$ cat config.mk
export PLATFORM = sky130hd
export DESIGN_NAME = poly_trapezoid_integrator
export DESIGN_NICKNAME = d
export VERILOG_FILES = /design/src/hdl/pti_pkg.sv /design/src/hdl/pti_ctrl.sv /design/src/hdl/pti_dp.sv /design/src/hdl/poly_trapezoid_integrator.sv
export SDC_FILE = /design/constraint.sdc
export NUM_CORES = 2
export LEC_CHECK = 0
export BUFFER_PORTS_ARGS = -buffer_cell sky130_fd_sc_hd__buf_2
export CORE_ASPECT_RATIO = 1.25
export CORE_MARGIN = 1.5
export CORE_UTILIZATION = 45
export CTS_BUF_LIST = sky130_fd_sc_hd__clkbuf_8
export DETAILED_ROUTE_END_ITERATION = 8
export MAX_ROUTING_LAYER = met4
export PLACE_DENSITY = 0.67
export RECOVER_POWER = 50
export SKIP_LAST_GASP = 1
export SLEW_MARGIN = 20
export SYNTH_ARGS = -nofsm -noshare
export SYNTH_HDL_FRONTEND = slang
export SYNTH_HIERARCHICAL = 1
export SYNTH_SLANG_ARGS = --single-unit
$ cat constraint.sdc
create_clock -name clk -period 11.7 [get_ports clk]
set_input_delay 1.17 -clock clk [delete_from_list [all_inputs] [get_ports clk]]
set_output_delay 1.17 -clock clk [all_outputs]
set_load 0.01 [all_outputs]
$ cat src/hdl/pti_pkg.sv
// Package for the polynomial trapezoid integrator.
// Holds the item and result word types, status codes, controller states and datapath ops.
// No dependencies.
`timescale 1ns / 1ps

package pti_pkg;

  localparam int NUM_REGS = 8;
  localparam int ADDR_W   = 5;
  localparam int COEF_W   = 16;
  localparam int ACC_W    = 48;

  typedef enum logic [1:0] {
    STATUS_OK        = 2'd0,
    STATUS_ZERO_STEP = 2'd1,
    STATUS_SAT       = 2'd2
  } status_t;

  typedef struct packed {
    logic signed [15:0] start_x;
    logic signed [15:0] end_x;
    logic        [15:0] step_size;
  } in_word_t;

  typedef struct packed {
    logic signed [ACC_W-1:0] integral;
    logic        [1:0]       status;
  } out_word_t;

  typedef enum logic [2:0] {
    ST_IDLE,
    ST_CHECK,
    ST_LOAD,
    ST_HORNER,
    ST_ADVANCE,
    ST_AREA,
    ST_ACCUM,
    ST_FINISH
  } state_t;

  typedef enum logic [2:0] {
    OP_NOP,
    OP_CAPTURE,
    OP_H_LOAD,
    OP_H_STEP,
    OP_ADVANCE,
    OP_AREA_MUL,
    OP_ACCUM,
    OP_EMIT
  } dp_op_t;

  typedef struct packed {
    logic zero_step;
    logic fits;
    logic first;
    logic rem_zero;
    logic rem_last;
  } dp_stat_t;

endpackage

$ cat src/hdl/pti_ctrl.sv
// Controller state machine of the polynomial trapezoid integrator.
// Sequences the datapath one op per cycle and owns both handshakes; uses pti_pkg.
`timescale 1ns / 1ps

module pti_ctrl (
  input  logic              clk,
  input  logic              rst,
  input  logic              item_valid,
  output logic              item_ready,
  output logic              result_valid,
  input  logic              result_ready,
  input  pti_pkg::dp_stat_t stat,
  output pti_pkg::dp_op_t   op
);

  pti_pkg::state_t state, state_next;
  logic            emit;

  always_ff @(posedge clk) begin
    if (rst) begin
      state        <= pti_pkg::ST_IDLE;
      result_valid <= 1'b0;
    end else begin
      state <= state_next;
      if (emit) begin
        result_valid <= 1'b1;
      end else if (result_ready) begin
        result_valid <= 1'b0;
      end
    end
  end

  always_comb begin
    state_next = state;
    op         = pti_pkg::OP_NOP;
    item_ready = 1'b0;
    emit       = 1'b0;
    unique case (state)
      pti_pkg::ST_IDLE: begin
        // No word is taken while reset is held.
        item_ready = !rst;
        if (item_valid && !rst) begin
          op         = pti_pkg::OP_CAPTURE;
          state_next = pti_pkg::ST_CHECK;
        end
      end
      pti_pkg::ST_CHECK: begin
        if (stat.zero_step || !stat.fits) begin
          state_next = pti_pkg::ST_FINISH;
        end else if (stat.first) begin
          state_next = pti_pkg::ST_LOAD;
        end else begin
          state_next = pti_pkg::ST_ADVANCE;
        end
      end
      pti_pkg::ST_ADVANCE: begin
        op         = pti_pkg::OP_ADVANCE;
        state_next = pti_pkg::ST_LOAD;
      end
      pti_pkg::ST_LOAD: begin
        op         = pti_pkg::OP_H_LOAD;
        state_next = pti_pkg::ST_HORNER;
      end
      pti_pkg::ST_HORNER: begin
        if (!stat.rem_zero) begin
          op = pti_pkg::OP_H_STEP;
        end
        if (stat.rem_zero || stat.rem_last) begin
          state_next = stat.first ? pti_pkg::ST_ADVANCE : pti_pkg::ST_AREA;
        end
      end
      pti_pkg::ST_AREA: begin
        op         = pti_pkg::OP_AREA_MUL;
        state_next = pti_pkg::ST_ACCUM;
      end
      pti_pkg::ST_ACCUM: begin
        op         = pti_pkg::OP_ACCUM;
        state_next = pti_pkg::ST_CHECK;
      end
      pti_pkg::ST_FINISH: begin
        if (!result_valid || result_ready) begin
          op         = pti_pkg::OP_EMIT;
          emit       = 1'b1;
          state_next = pti_pkg::ST_IDLE;
        end
      end
      default: begin
        state_next = pti_pkg::ST_IDLE;
      end
    endcase
  end

endmodule

$ cat src/hdl/pti_dp.sv
// Datapath of the polynomial trapezoid integrator: Horner unit, trapezoid area and accumulator.
// Driven by ops from pti_ctrl; uses pti_pkg.
`timescale 1ns / 1ps

module pti_dp #(
  parameter int NUM_COEFFS = 8
) (
  input  logic                                         clk,
  input  logic                                         rst,
  input  logic [NUM_COEFFS-1:0][pti_pkg::COEF_W-1:0]   coefs,
  input  pti_pkg::in_word_t                            item,
  input  pti_pkg::dp_op_t                              op,
  output pti_pkg::dp_stat_t                            stat,
  output pti_pkg::out_word_t                           result
);

  localparam int RW = (NUM_COEFFS > 1) ? $clog2(NUM_COEFFS) : 1;

  logic signed [15:0]              x;
  logic signed [15:0]              end_x;
  logic        [15:0]              step;
  logic signed [31:0]              h;
  logic signed [31:0]              fprev;
  logic signed [40:0]              area;
  logic signed [pti_pkg::ACC_W-1:0] acc;
  logic                            sat;
  logic                            first;
  logic        [RW-1:0]            rem;

  logic        [RW-1:0]            cidx;
  logic signed [15:0]              coef_sel;
  logic signed [15:0]              coef_top;
  logic signed [47:0]              hprod;
  logic signed [39:0]              hshift;
  logic                            mul_ovf;
  logic signed [31:0]              hmul;
  logic signed [32:0]              hsum;
  logic                            add_ovf;
  logic signed [31:0]              h_new;
  logic signed [32:0]              fsum;
  logic signed [49:0]              aprod;
  logic signed [48:0]              acc_sum;
  logic                            acc_ovf;
  logic signed [17:0]              x_right;

  // One Horner stage: multiply, floor shift, clamp, add the coefficient, clamp.
  assign cidx     = rem - RW'(1);
  assign coef_sel = $signed(coefs[cidx]);
  assign coef_top = $signed(coefs[NUM_COEFFS-1]);
  assign hprod    = h * x;
  assign hshift   = hprod[47:8];
  assign mul_ovf  = !((&hshift[39:31]) || !(|hshift[39:31]));
  assign hmul     = mul_ovf ? (hshift[39] ? 32'sh8000_0000 : 32'sh7FFF_FFFF) : hshift[31:0];
  assign hsum     = {hmul[31], hmul} + {{9{coef_sel[15]}}, coef_sel, 8'h00};
  assign add_ovf  = hsum[32] != hsum[31];
  assign h_new    = add_ovf ? (hsum[32] ? 32'sh8000_0000 : 32'sh7FFF_FFFF) : hsum[31:0];

  // Trapezoid area and accumulation.
  assign fsum    = {fprev[31], fprev} + {h[31], h};
  assign aprod   = fsum * $signed({1'b0, step});
  assign acc_sum = {acc[pti_pkg::ACC_W-1], acc} + {{8{area[40]}}, area};
  assign acc_ovf = acc_sum[48] != acc_sum[47];

  assign x_right = $signed({{2{x[15]}}, x}) + $signed({2'b00, step});

  assign stat.zero_step = (step == 16'h0000);
  assign stat.fits      = x_right <= $signed({{2{end_x[15]}}, end_x});
  assign stat.first     = first;
  assign stat.rem_zero  = (rem == '0);
  assign stat.rem_last  = (rem == RW'(1));

  always_ff @(posedge clk) begin
    if (rst) begin
      first <= 1'b0;
      rem   <= '0;
    end else begin
      unique case (op)
        pti_pkg::OP_CAPTURE: begin
          first <= 1'b1;
        end
        pti_pkg::OP_H_LOAD: begin
          rem <= RW'(NUM_COEFFS - 1);
        end
        pti_pkg::OP_H_STEP: begin
          rem <= rem - RW'(1);
        end
        pti_pkg::OP_ADVANCE: begin
          first <= 1'b0;
        end
        pti_pkg::OP_NOP, pti_pkg::OP_AREA_MUL, pti_pkg::OP_ACCUM, pti_pkg::OP_EMIT: begin
        end
        default: begin
        end
      endcase
    end
  end

  always_ff @(posedge clk) begin
    unique case (op)
      pti_pkg::OP_CAPTURE: begin
        x     <= item.start_x;
        end_x <= item.end_x;
        step  <= item.step_size;
        acc   <= '0;
        sat   <= 1'b0;
      end
      pti_pkg::OP_H_LOAD: begin
        h <= {{8{coef_top[15]}}, coef_top, 8'h00};
      end
      pti_pkg::OP_H_STEP: begin
        h <= h_new;
        if (mul_ovf || add_ovf) begin
          sat <= 1'b1;
        end
      end
      pti_pkg::OP_ADVANCE: begin
        x <= x_right[15:0];
        if (first) begin
          fprev <= h;
        end
      end
      pti_pkg::OP_AREA_MUL: begin
        area <= aprod[49:9];
      end
      pti_pkg::OP_ACCUM: begin
        fprev <= h;
        if (acc_ovf) begin
          sat <= 1'b1;
          acc <= acc_sum[48] ? {1'b1, {(pti_pkg::ACC_W-1){1'b0}}}
                             : {1'b0, {(pti_pkg::ACC_W-1){1'b1}}};
        end else begin
          acc <= acc_sum[pti_pkg::ACC_W-1:0];
        end
      end
      pti_pkg::OP_EMIT: begin
        result.integral <= acc;
        if (stat.zero_step) begin
          result.status <= pti_pkg::STATUS_ZERO_STEP;
        end else if (sat) begin
          result.status <= pti_pkg::STATUS_SAT;
        end else begin
          result.status <= pti_pkg::STATUS_OK;
        end
      end
      pti_pkg::OP_NOP: begin
      end
      default: begin
      end
    endcase
  end

endmodule

$ cat src/hdl/poly_trapezoid_integrator.sv
// Top level of the polynomial trapezoid integrator.
// Holds the coefficient registers and APB port; instantiates pti_ctrl and pti_dp, uses pti_pkg.
`timescale 1ns / 1ps

// Usage
// An item word (start_x, end_x, step_size, Q8.8) enters on item_valid/item_ready.
// The block walks x from start_x in exact steps and sums the trapezoid areas of every
// whole interval that ends at or before end_x, then returns one result word (integral
// in Q32.16 and status) on result_valid/result_ready.
// Coefficients coef_0..coef_7 are written over the APB port at byte address 4*k; the
// user must write them only while the block is idle, which the block does not enforce.
// Coefficients at or above NUM_COEFFS stay zero. One item is worked on at a time. A
// zero step or an empty range goes from ST_CHECK straight to ST_FINISH. Otherwise the
// time per interval is set by the single Horner multiplier, which takes one coefficient
// per cycle; f at the right end of an interval is reused as the left value of the next.
// The block takes a new item in the cycle after its result word is loaded into the
// output register, so it can work while the last result is still waiting. If the
// receiver stalls, the finished result waits in the datapath, with the controller held
// in ST_FINISH, until the output register is free.
// Reset clears the coefficients to zero and drops both handshakes.

module poly_trapezoid_integrator #(
  parameter int NUM_COEFFS = 8
) (
  input  logic                        clk,
  input  logic                        rst,
  input  logic                        item_valid,
  output logic                        item_ready,
  input  pti_pkg::in_word_t           item,
  output logic                        result_valid,
  input  logic                        result_ready,
  output pti_pkg::out_word_t          result,
  input  logic                        psel,
  input  logic                        penable,
  input  logic                        pwrite,
  input  logic [pti_pkg::ADDR_W-1:0]  paddr,
  input  logic [31:0]                 pwdata,
  output logic [31:0]                 prdata,
  output logic                        pready
);

  // Only the first eight coefficients have registers; any above that read as zero.
  localparam int NUM_STORED = (NUM_COEFFS < pti_pkg::NUM_REGS) ? NUM_COEFFS
                                                               : pti_pkg::NUM_REGS;

  logic [pti_pkg::COEF_W-1:0]                  coef_q [NUM_STORED];
  logic [NUM_COEFFS-1:0][pti_pkg::COEF_W-1:0]  coefs;
  logic                                        wr_en;
  logic [2:0]                                  reg_idx;
  pti_pkg::dp_op_t                             op;
  pti_pkg::dp_stat_t                           stat;

  assign pready  = 1'b1;
  assign wr_en   = psel && penable && pwrite && pready;
  assign reg_idx = paddr[pti_pkg::ADDR_W-1:2];

  // Writes to an index without a register are dropped.
  always_ff @(posedge clk) begin
    if (rst) begin
      for (int k = 0; k < NUM_STORED; k++) begin
        coef_q[k] <= '0;
      end
    end else if (wr_en) begin
      for (int k = 0; k < NUM_STORED; k++) begin
        if (reg_idx == 3'(k)) begin
          coef_q[k] <= pwdata[pti_pkg::COEF_W-1:0];
        end
      end
    end
  end

  // Reads return the coefficient sign-extended to the bus width.
  always_comb begin
    prdata = '0;
    for (int k = 0; k < NUM_STORED; k++) begin
      if (reg_idx == 3'(k)) begin
        prdata = {{(32-pti_pkg::COEF_W){coef_q[k][pti_pkg::COEF_W-1]}}, coef_q[k]};
      end
    end
  end

  for (genvar k = 0; k < NUM_COEFFS; k++) begin : g_coef
    if (k < NUM_STORED) begin : g_reg
      assign coefs[k] = coef_q[k];
    end else begin : g_zero
      assign coefs[k] = '0;
    end
  end

  pti_ctrl u_ctrl (
    .clk          (clk),
    .rst          (rst),
    .item_valid   (item_valid),
    .item_ready   (item_ready),
    .result_valid (result_valid),
    .result_ready (result_ready),
    .stat         (stat),
    .op           (op)
  );

  pti_dp #(
    .NUM_COEFFS (NUM_COEFFS)
  ) u_dp (
    .clk    (clk),
    .rst    (rst),
    .coefs  (coefs),
    .item   (item),
    .op     (op),
    .stat   (stat),
    .result (result)
  );

endmodule

==> impl_metrics.json <==
{
  "status": "finished with violations",
  "failed_checks": "max-capacitance violations, max-slew violations",
  "whs_endpoint": "u_dp/result[45]$_DFFE_PN_",
  "synth_area_um2": 58000,
  "hold_class": "flop to flop",
  "antenna_found_initial": 3,
  "final_cell_mix": "inv_1, fa_1, nand2_1",
  "clock.fmax_mhz": 88.9,
  "synth_fa_ha_area_share_pct": 42.2,
  "syn2layout_area_growth_pct": 7.82,
  "required_ns": 12.24,
  "hp-start": "u_dp/acc[43]$_SDFFCE_PN0P_",
  "r2r-end": "u_dp/h[21]$_DFFE_PP_",
  "portBuffers": 157,
  "cp_max_fo": 21,
  "cpMostUsedCell": "fa_1",
  "grt_max_degree": 51,
  "drt_pass1_iterations": 5,
  "yosys.area_share.simple_pct": 14.1,
  "finalSetupViolCount": 0,
  "synth_top_family_by_area": "adder cells",
  "critPathLaunchType": "flop",
  "grt-ovfl-total": 0,
  "reg2reg_slack_ns": 0.45,
  "tightest_slew_ns": 2.46,
  "synth.distinct_cells": 99,
  "drc": 0,
  "maxCapViolations": 3,
  "busiest_layer": "met2",
  "cts-root-buf": "clkbuf_8",
  "clkSlewWorstSetupHoldPaths_ns": 0.06,
  "arrival_ns": 11.79,
  "grt_pass1_vias": 44700,
  "grtUsageMet2_pct": 41.1,
  "gp_congestion": 0.909,
  "cts_max_level": 3,
  "cts_tree": "built",
  "synth-compound-area-share_pct": 8.57,
  "cts_buffers": 73,
  "grt_usage_pct": 23.5,
  "ys.warnings.count": 6,
  "ant_nets": 0,
  "synth.area.mux_share_pct": 2.62,
  "tns_ns": 0,
  "die-height_um": 404,
  "fin_crit_ns": 11.25,
  "r2r-start": "u_dp/x[4]$_DFFE_PP_",
  "final-hold-violation-count": 0,
  "synth_edf_count": 380,
  "core.rowCount": 147,
  "vias": 41600,
  "insertion_delay_ns": 0.75,
  "avgSynthCellArea_um2": 9.65,
  "whs_path_depth": 0,
  "synth_nets": 7461,
  "mostFrequentLayoutCell": "inv_1",
  "start_util_pct": 45.2,
  "synth_xor_area_share_pct": 2.82,
  "ys_ff_latch": 388,
  "finalCritPeriodShare_pct": 96.2,
  "skew_ns": 0.0643,
  "fp.coreArea_um2": 128000,
  "critPathSlowestCell": "edfxtp_1",
  "path_class": "flop to flop",
  "io_pins": 177,
  "synthArstFlopShare_pct": 0,
  "finalWirelength_um": 144000,
  "synth_cells": 6009,
  "slowest_delay_ns": 0.64,
  "die_w_um": 324,
  "met1_usage_pct": 27.3,
  "dp_hpwl_um": 114000,
  "die_area_um2": 131000,
  "use_met3_pct": 3.24,
  "nets": 7569,
  "relSlewSlack_pct": -63.9,
  "cp-startpoint": "u_dp/x[4]$_DFFE_PP_",
  "postCtsHoldBufs": 0,
  "grt_first_pass_wirelength_um": 234000,
  "seq_area_frac_synth_pct": 20.0,
  "endpoint_kind": "flop",
  "viasPerCell": 5.27,
  "r2r_cells": 38,
  "rsz0062_at_grt": "false",
  "wl_per_cell_um": 18.3,
  "synth_flop_cell": "edfxtp_1",
  "drv_slew": 96,
  "cts_sinks": 388,
  "drtIter0Drc": 2258,
  "drive_gt1_share_pct": 8.11,
  "clockBufferDepth": 3
}
[final cells by class]
type,count,area (µm²)
fill,12000,65700
multi-input combinational,4152,40900
sequential,388,11600
inverter,1185,4450
tap,1713,2140
timing repair buffer,317,2010
clock buffer,73,1000
clock inverter,59,433
antenna,4,10.0
[timing repair]
item / CTS / global route
buffers inserted: 0 / 27
gates resized for setup: 0 / 0
endpoints found under the setup margin: 0 / 5
[cells in the mapped netlist, types with 6 or more instances]
cell / number / area share [%]
a21boi_0: 6 / 0.078
clkbuf_1: 215 / 1.4
inv_1: 1183 / 7.7
mux2_2: 37 / 0.72
a21o_1: 87 / 1.1
o21ai_0: 125 / 1.1
o21bai_1: 39 / 0.50
nand2b_1: 66 / 0.71
xnor2_1: 124 / 1.9
mux4_2: 38 / 1.5
nor2_1: 260 / 1.7
mux2i_1: 19 / 0.33
a31oi_1: 22 / 0.24
buf_4: 29 / 0.38
buf_2: 34 / 0.29
fa_1: 990 / 34
o31a_1: 15 / 0.23
nor3_1: 32 / 0.28
and2_1: 395 / 4.3
nand3_1: 36 / 0.31
o31ai_1: 18 / 0.23
o211ai_1: 18 / 0.23
a221oi_1: 29 / 0.44
nor4_1: 11 / 0.12
ha_1: 370 / 8.0
nor2b_1: 33 / 0.36
and3_1: 18 / 0.19
a211oi_1: 22 / 0.28
o21ai_1: 56 / 0.48
a21oi_1: 212 / 1.8
o22ai_1: 6 / 0.065
o21a_1: 31 / 0.40
nand2_1: 828 / 5.4
or3_1: 11 / 0.12
xor2_1: 61 / 0.92
nand4_1: 24 / 0.26
and4_1: 7 / 0.11
dfxtp_1: 8 / 0.28
edfxtp_1: 380 / 20
[through the flow]
step / worst slack (ns) / util, % / instances / hold slack, ns / area, µm²
2_1_floorplan: 1.94 / - / 6009 / 0.431 / 58000
3_3_place_gp: 0.737 / 47.5 / 7728 / 0.441 / 60900
3_5_place_dp: 0.615 / 47.5 / 7728 / 0.443 / 60900
4_1_cts: 0.507 / 48.6 / 7860 / 0.466 / 62300
5_1_grt: 0.00743 / 48.8 / 7891 / 0.464 / 62500
6_report: 0.448 / 48.8 / 7891 / 0.453 / 62500
[worst max-delay path: cells and delay by family, from the launching register on]
| kind | cells | cell delay, ns |
|---|---|---|
| fa+ha+maj | 8 | 3.85 |
| flops | 1 | 0.64 |
| buf+inv | 6 | 0.69 |
| compound gates | 18 | 4.54 |
| xor+xnor | 1 | 0.15 |
| simple gates | 5 | 1.17 |
[cells by family (layout without fill, tap and decap cells)]
logic type / after synthesis / count (layout)
AOI/OAI and AO/OA: 761 / 761
xor gates and xnor gates: 186 / 186
adders and majority gates: 1361 / 1361
buffers and inverters: 1469 / 1634
DFF: 388 / 388
muxes: 99 / 99
other: 1 / 5
and+or+nand+nor: 1744 / 1744
[metal layers]
layer / vias to the layer above / share of wire [%]
li1: 19100 / -
met1: 20900 / 39
met2: 1276 / 52
met3: 332 / 5.6
met4: 0 / 3.8
met5: - / 0
[registers in the layout, summed over array words and instances, names as in the netlist]
signal and flops:
u_dp/first 1, u_dp/h 32, u_dp/rem 3, u_dp/x 16, u_ctrl/result_valid 1, u_dp/end_x 16, u_ctrl/state 3, coef_q 128
u_dp/step 16, u_dp/result 50, u_dp/area 41, u_dp/acc 48, u_dp/fprev 32, u_dp/sat 1
[how the worst max path moves through the flow]
stage                                   end  slack, ns  cells past startpoint
detailed placement       u_dp/sat$_DFFE_PP_       0.62                     36
global route            u_dp/h[9]$_DFFE_PP_      0.007                     40
global placement        u_dp/h[9]$_DFFE_PP_       0.74                     37
CTS                      u_dp/sat$_DFFE_PP_       0.51                     35
floorplan           u_dp/h[5]$_SDFFCE_PN0P_       1.94                     44
finish                 u_dp/h[21]$_DFFE_PP_       0.45                     38
Power is not shown: default switching activity piles up to over one toggle a cycle in this logic, so the estimate is an artifact.
